===== config.mk =====
export PLATFORM = sky130hd
export DESIGN_NAME = asr_cell
export DESIGN_NICKNAME = d
export VERILOG_FILES = /design/src/hw/rtl/asr_pkg.sv /design/src/hw/rtl/asr_cell.sv
export SDC_FILE = /design/constraint.sdc
export NUM_CORES = 1
export LEC_CHECK = 0
export BUFFER_PORTS_ARGS = -buffer_cell sky130_fd_sc_hd__buf_4
export CORE_MARGIN = 3
export CORE_UTILIZATION = 45
export DETAILED_ROUTE_END_ITERATION = 12
export GPL_ROUTABILITY_DRIVEN = 0
export PLACE_DENSITY = 0.8
export RECOVER_POWER = 25
export SETUP_SLACK_MARGIN = 0.05
export SYNTH_ARGS = -nofsm -noshare
export SYNTH_HDL_FRONTEND = slang
export SYNTH_SLANG_ARGS = --single-unit
export TNS_END_PERCENT = 1

===== constraint.sdc =====
create_clock -name i_clk -period 4.7 [get_ports i_clk]
set_clock_uncertainty 0.2 [all_clocks]
set_input_delay 0.94 -clock i_clk [delete_from_list [all_inputs] [get_ports i_clk]]
set_output_delay 0.94 -clock i_clk [all_outputs]
set_load 0.02 [all_outputs]

===== src/hw/rtl/asr_pkg.sv =====
// Shared types, constants and the compare-exchange rule of the argsort row engine.
// Used by asr_cell and argsort_row_engine; depends on nothing else.
`default_nettype none

package asr_pkg;

    localparam int MAX_ROW_LENGTH = 64;
    localparam int KEY_BITS       = 32;
    localparam int IDX_BITS       = $clog2(MAX_ROW_LENGTH);
    localparam int CNT_BITS       = $clog2(MAX_ROW_LENGTH + 1);

    typedef struct packed {
        logic                valid;
        logic [IDX_BITS-1:0] idx;
        logic [KEY_BITS-1:0] key;
    } t_entry;

    typedef enum logic [1:0] {
        CELL_HOLD,
        CELL_SHIFT_IN,
        CELL_SORT,
        CELL_SHIFT_OUT
    } t_cell_op;

    typedef struct packed {
        t_cell_op op;
        logic     parity;
        logic     desc;
    } t_cell_ctrl;

    typedef enum logic [1:0] {
        ST_LOAD,
        ST_SORT,
        ST_DRAIN
    } t_state;

    // True when the right entry of a pair must be placed before the left one.
    // Equal keys are ordered by ascending index in both directions.
    function automatic logic must_swap(input t_entry lft, input t_entry rgt, input logic desc);
        logic rgt_first;
        begin
            if (desc) begin
                rgt_first = $signed(rgt.key) > $signed(lft.key);
            end else begin
                rgt_first = $signed(rgt.key) < $signed(lft.key);
            end
            if (rgt.key == lft.key) begin
                rgt_first = rgt.idx < lft.idx;
            end
            must_swap = lft.valid && rgt.valid && rgt_first;
        end
    endfunction

endpackage

`default_nettype wire


===== src/hw/rtl/asr_cell.sv =====
// One cell of the sorting chain: holds one (index, key) entry and exchanges it
// with its neighbors. Depends on asr_pkg.
`default_nettype none

module asr_cell
    import asr_pkg::*;
(
    input  wire logic       i_clk,
    input  wire logic       i_rst_n,
    input  wire t_cell_ctrl i_ctrl,
    input  wire logic       i_pos_odd,
    input  wire t_entry     i_left,
    input  wire t_entry     i_right,
    output t_entry          o_entry
);

    t_entry r_entry;
    t_entry n_entry;

    always_comb begin
        n_entry = r_entry;
        unique case (i_ctrl.op)
            CELL_HOLD: begin
                n_entry = r_entry;
            end
            CELL_SHIFT_IN: begin
                n_entry = i_left;
            end
            CELL_SHIFT_OUT: begin
                n_entry = i_right;
            end
            CELL_SORT: begin
                if (i_pos_odd == i_ctrl.parity) begin
                    if (must_swap(r_entry, i_right, i_ctrl.desc)) begin
                        n_entry = i_right;
                    end
                end else begin
                    if (must_swap(i_left, r_entry, i_ctrl.desc)) begin
                        n_entry = i_left;
                    end
                end
            end
            default: begin
                n_entry = r_entry;
            end
        endcase
    end

    always_ff @(posedge i_clk) begin
        if (!i_rst_n) begin
            r_entry.valid <= 1'b0;
        end else begin
            r_entry.valid <= n_entry.valid;
        end
        r_entry.idx <= n_entry.idx;
        r_entry.key <= n_entry.key;
    end

    assign o_entry = r_entry;

endmodule

`default_nettype wire


==> results.cfg <==
[status]
run_status = finished clean

[power]
p_leak_nw = 2.37
pwr_density_cell_nw_per_um2 = 236
power.ir.vdd_worst_uv = 155

[finish]
antennaDiodeCount = 0
design_area_um2 = 4710
final_layout_size_suffix_gt1_share_pct = 29.4
largest_register_ffs = 39
area_delta_synth_final_pct = 28.6
finish.net_count = 658
most_common_cell_after_layout_fill_and_taps_aside = sky130_fd_sc_hd__buf_4
commonest_cells_after_routing_fill_and_taps_aside = sky130_fd_sc_hd__buf_4, sky130_fd_sc_hd__inv_1, sky130_fd_sc_hd__ha_1

[worst_setup_path]
critPathCaptureType = flop
worst_setup_path_startpoint = i_left[15]
critical_path_required_ns = 4.54
crit_path_max_fanout = 24
cpLargestDelayFamily = simple AND/OR/NAND/NOR gates
worst-path-buf-inv = 3
cp_data_arrival_time_ns = 3.68
timing.rr.start = o_entry[15]
critical_path.startpoint_type = input port
worst_path_largest_cell_delay_ns = 0.71
timing.critical_path.cells = buf_4 > inv_1 > ha_1 > nand4_1 > nor4_1 > o21ai_1 > a311oi_1 > nor2_1 > mux2i_1 > or3_2 > buf_12
cell_with_the_largest_stage_delay_on_the_worst_path = sky130_fd_sc_hd__or3_2
setup.worst_path.class = input port to flop

[die]
die_x_um = 96.2
chipHeight_um = 96.2
placeableCoreArea_um2 = 7810
die-area_um2 = 9250
rows = 32
floorplan.io_pins = 124
start_util_pct = 46.9

[drt]
drt_wl_total_um = 9260
detail_route.wl_per_cell_um = 15.4
drt-pass1-iter-count = 4
detail_route.vias_per_cell = 5.20
antenna_viol_nets_final = 0
detail_route.drc_violations = 0
detailroute.via_count = 3130
drt_first_iter_violations = 87

[global_routing]
initial_antenna_violation_count = 0
grt.overflow.total = 0
gr-usage-all-layers_pct = 20.4
via_count_of_the_first_global_routing_pass = 3172
grt_first_pass_wirelength_um = 14700
grt_start_max_net_pins = 25

[clocking]
clock_sinks = 39
cts_tree = built
post_cts_resize_count = 0
post-cts-setup-buffer-count = 0
htree_levels = 2
clock-root-buffer = sky130_fd_sc_hd__clkbuf_8
worstSkewPairLatency_ns = 0.29
holdBufCountCts = 0
clock_path_buffers = 2
numCtsBuffers = 5
path_clk_slew_ns = 0.07

[place]
placement.io_buffers = 123
place.detailed.hpwl_um = 7860
dpl-instance-area_um2 = 4740

[logic_synthesis]
synth_area_per_cell_um2 = 9.87
number_of_unique_standard_cell_types_used_by_synthesis = 39
synth-async-reset-ratio_pct = 0
synth_seq_area_share_pct = 31.7
synth-edff-count = 38
mappedNetlistNets = 530
yosysWarnings = 0
syn-cell-area_um2 = 3660
post_synth_inst_count = 371
ys_dominant_reg_cell = sky130_fd_sc_hd__edfxtp_1
synth_seq_cells = 39

[hold_path]
hold_start = o_entry[38]
holdCritPathClass = flop to flop

[sta]
final_min_period_over_clock_period_pct = 81.7
max_slew.worst_pin.slew_ns = 0.828
unrepaired_setup_endpoints_after_global_routing = false
fmaxAchievable_ghz = 0.261
final.hold.worst_slack_ns = 0.579
finalMaxSlewViolations = 0
setup_viol = 0
fin_setup_tns_ns = 0
finalHoldViolCount = 0
final_period_minus_worst_setup_slack_ns = 3.84
slew_headroom_pct = 44.6

[flow_run]
cap_viol_max_count = 0
## logic make-up (layout without fill, tap and decap cells)
| logic type | after synthesis | in the layout | share of synthesized area [%] |
|---|---|---|---|
| DFF | 39 | 39 | 31.7 |
| xor gates and xnor gates | 2 | 2 | 0.479 |
| buffers and inverters | 83 | 212 | 8.51 |
| muxes | 38 | 38 | 11.7 |
| adders and majority gates | 74 | 74 | 25.3 |
| and+or+nand+nor | 65 | 65 | 10.4 |
| AOI/OAI and AO/OA | 70 | 70 | 12.0 |
## worst reg2reg max path, stage by stage (launching register included)
cell                       delay [ns]
sky130_fd_sc_hd__edfxtp_1        0.44
sky130_fd_sc_hd__ha_1            0.35
sky130_fd_sc_hd__nand4_1         0.17
sky130_fd_sc_hd__nor4_1          0.49
sky130_fd_sc_hd__o21ai_1         0.19
sky130_fd_sc_hd__a311oi_1        0.26
sky130_fd_sc_hd__nor2_1          0.09
sky130_fd_sc_hd__mux2i_1         0.15
sky130_fd_sc_hd__or3_2           0.71
sky130_fd_sc_hd__buf_12          0.26
## worst paths after layout
| check | cells past startpoint | slack (ns) | endpoint |
|---|---|---|---|
| hold reg to reg | 3 | 0.58 | o_entry[38] |
| setup / recovery | 11 | 0.86 | o_entry[2] |
| hold / removal | 3 | 0.58 | o_entry[38] |
| setup reg to reg | 9 | 1.15 | o_entry[2] |
## cell usage after synthesis, types with 4 or more instances
cell                       number  share of area [%]
sky130_fd_sc_hd__a21o_1         7                1.4
sky130_fd_sc_hd__nand2b_1       4               0.68
sky130_fd_sc_hd__a211oi_1       4               0.82
sky130_fd_sc_hd__nand2_1       22                2.3
sky130_fd_sc_hd__mux2_2        37                 11
sky130_fd_sc_hd__edfxtp_1      38                 31
sky130_fd_sc_hd__clkbuf_1       4               0.41
sky130_fd_sc_hd__nand4_1        8                1.4
sky130_fd_sc_hd__or3_1          4               0.68
sky130_fd_sc_hd__o21ai_0       15                2.1
sky130_fd_sc_hd__nor2b_1        4               0.68
sky130_fd_sc_hd__ha_1          74                 25
sky130_fd_sc_hd__inv_1         79                8.1
sky130_fd_sc_hd__a21oi_1       24                3.3
sky130_fd_sc_hd__o21ai_1        4               0.55
sky130_fd_sc_hd__nor2_1         7               0.72
## cell type report
class / count / area [um2]
Fill cell: 721 / 3100
Sequential cell: 39 / 1160
Inverter: 79 / 297
Tap cell: 102 / 128
Multi-Input combinational cell: 249 / 2200
Clock buffer: 8 / 80.1
Timing Repair Buffer: 125 / 842
## through the flow
step	instances	utilization, %	worst slack [ns]	total power [W]
global placement	594	60.7	0.590	0.000902
CTS	602	61.7	0.815	0.00114
finish	602	60.3	0.861	0.00111
floorplan	371	-	0.780	0.000725
detailed placement	594	60.7	0.533	0.000916
global route	602	60.3	0.705	0.00119
## layer usage
| layer | track usage, % | part of all wire (%) | vias to the layer above |
|---|---|---|---|
| li1 | - | - | 1581 |
| met1 | 27.2 | 45 | 1431 |
| met2 | 33.3 | 47 | 106 |
| met3 | 3.99 | 7.6 | 12 |
| met4 | 5.92 | 1.2 | 0 |
| met5 | 0 | 0 | - |
## report_power, final
part | total (W) | internal, W | leakage (nW) | switching [W]
clock | 0.000224 | 0.000106 | 0.0395 | 0.000118
combinational | 0.000428 | 0.000196 | 1.95 | 0.000233
sequential | 0.000459 | 0.000429 | 0.380 | 0.0000301
(Power assumes the default switching activity.)
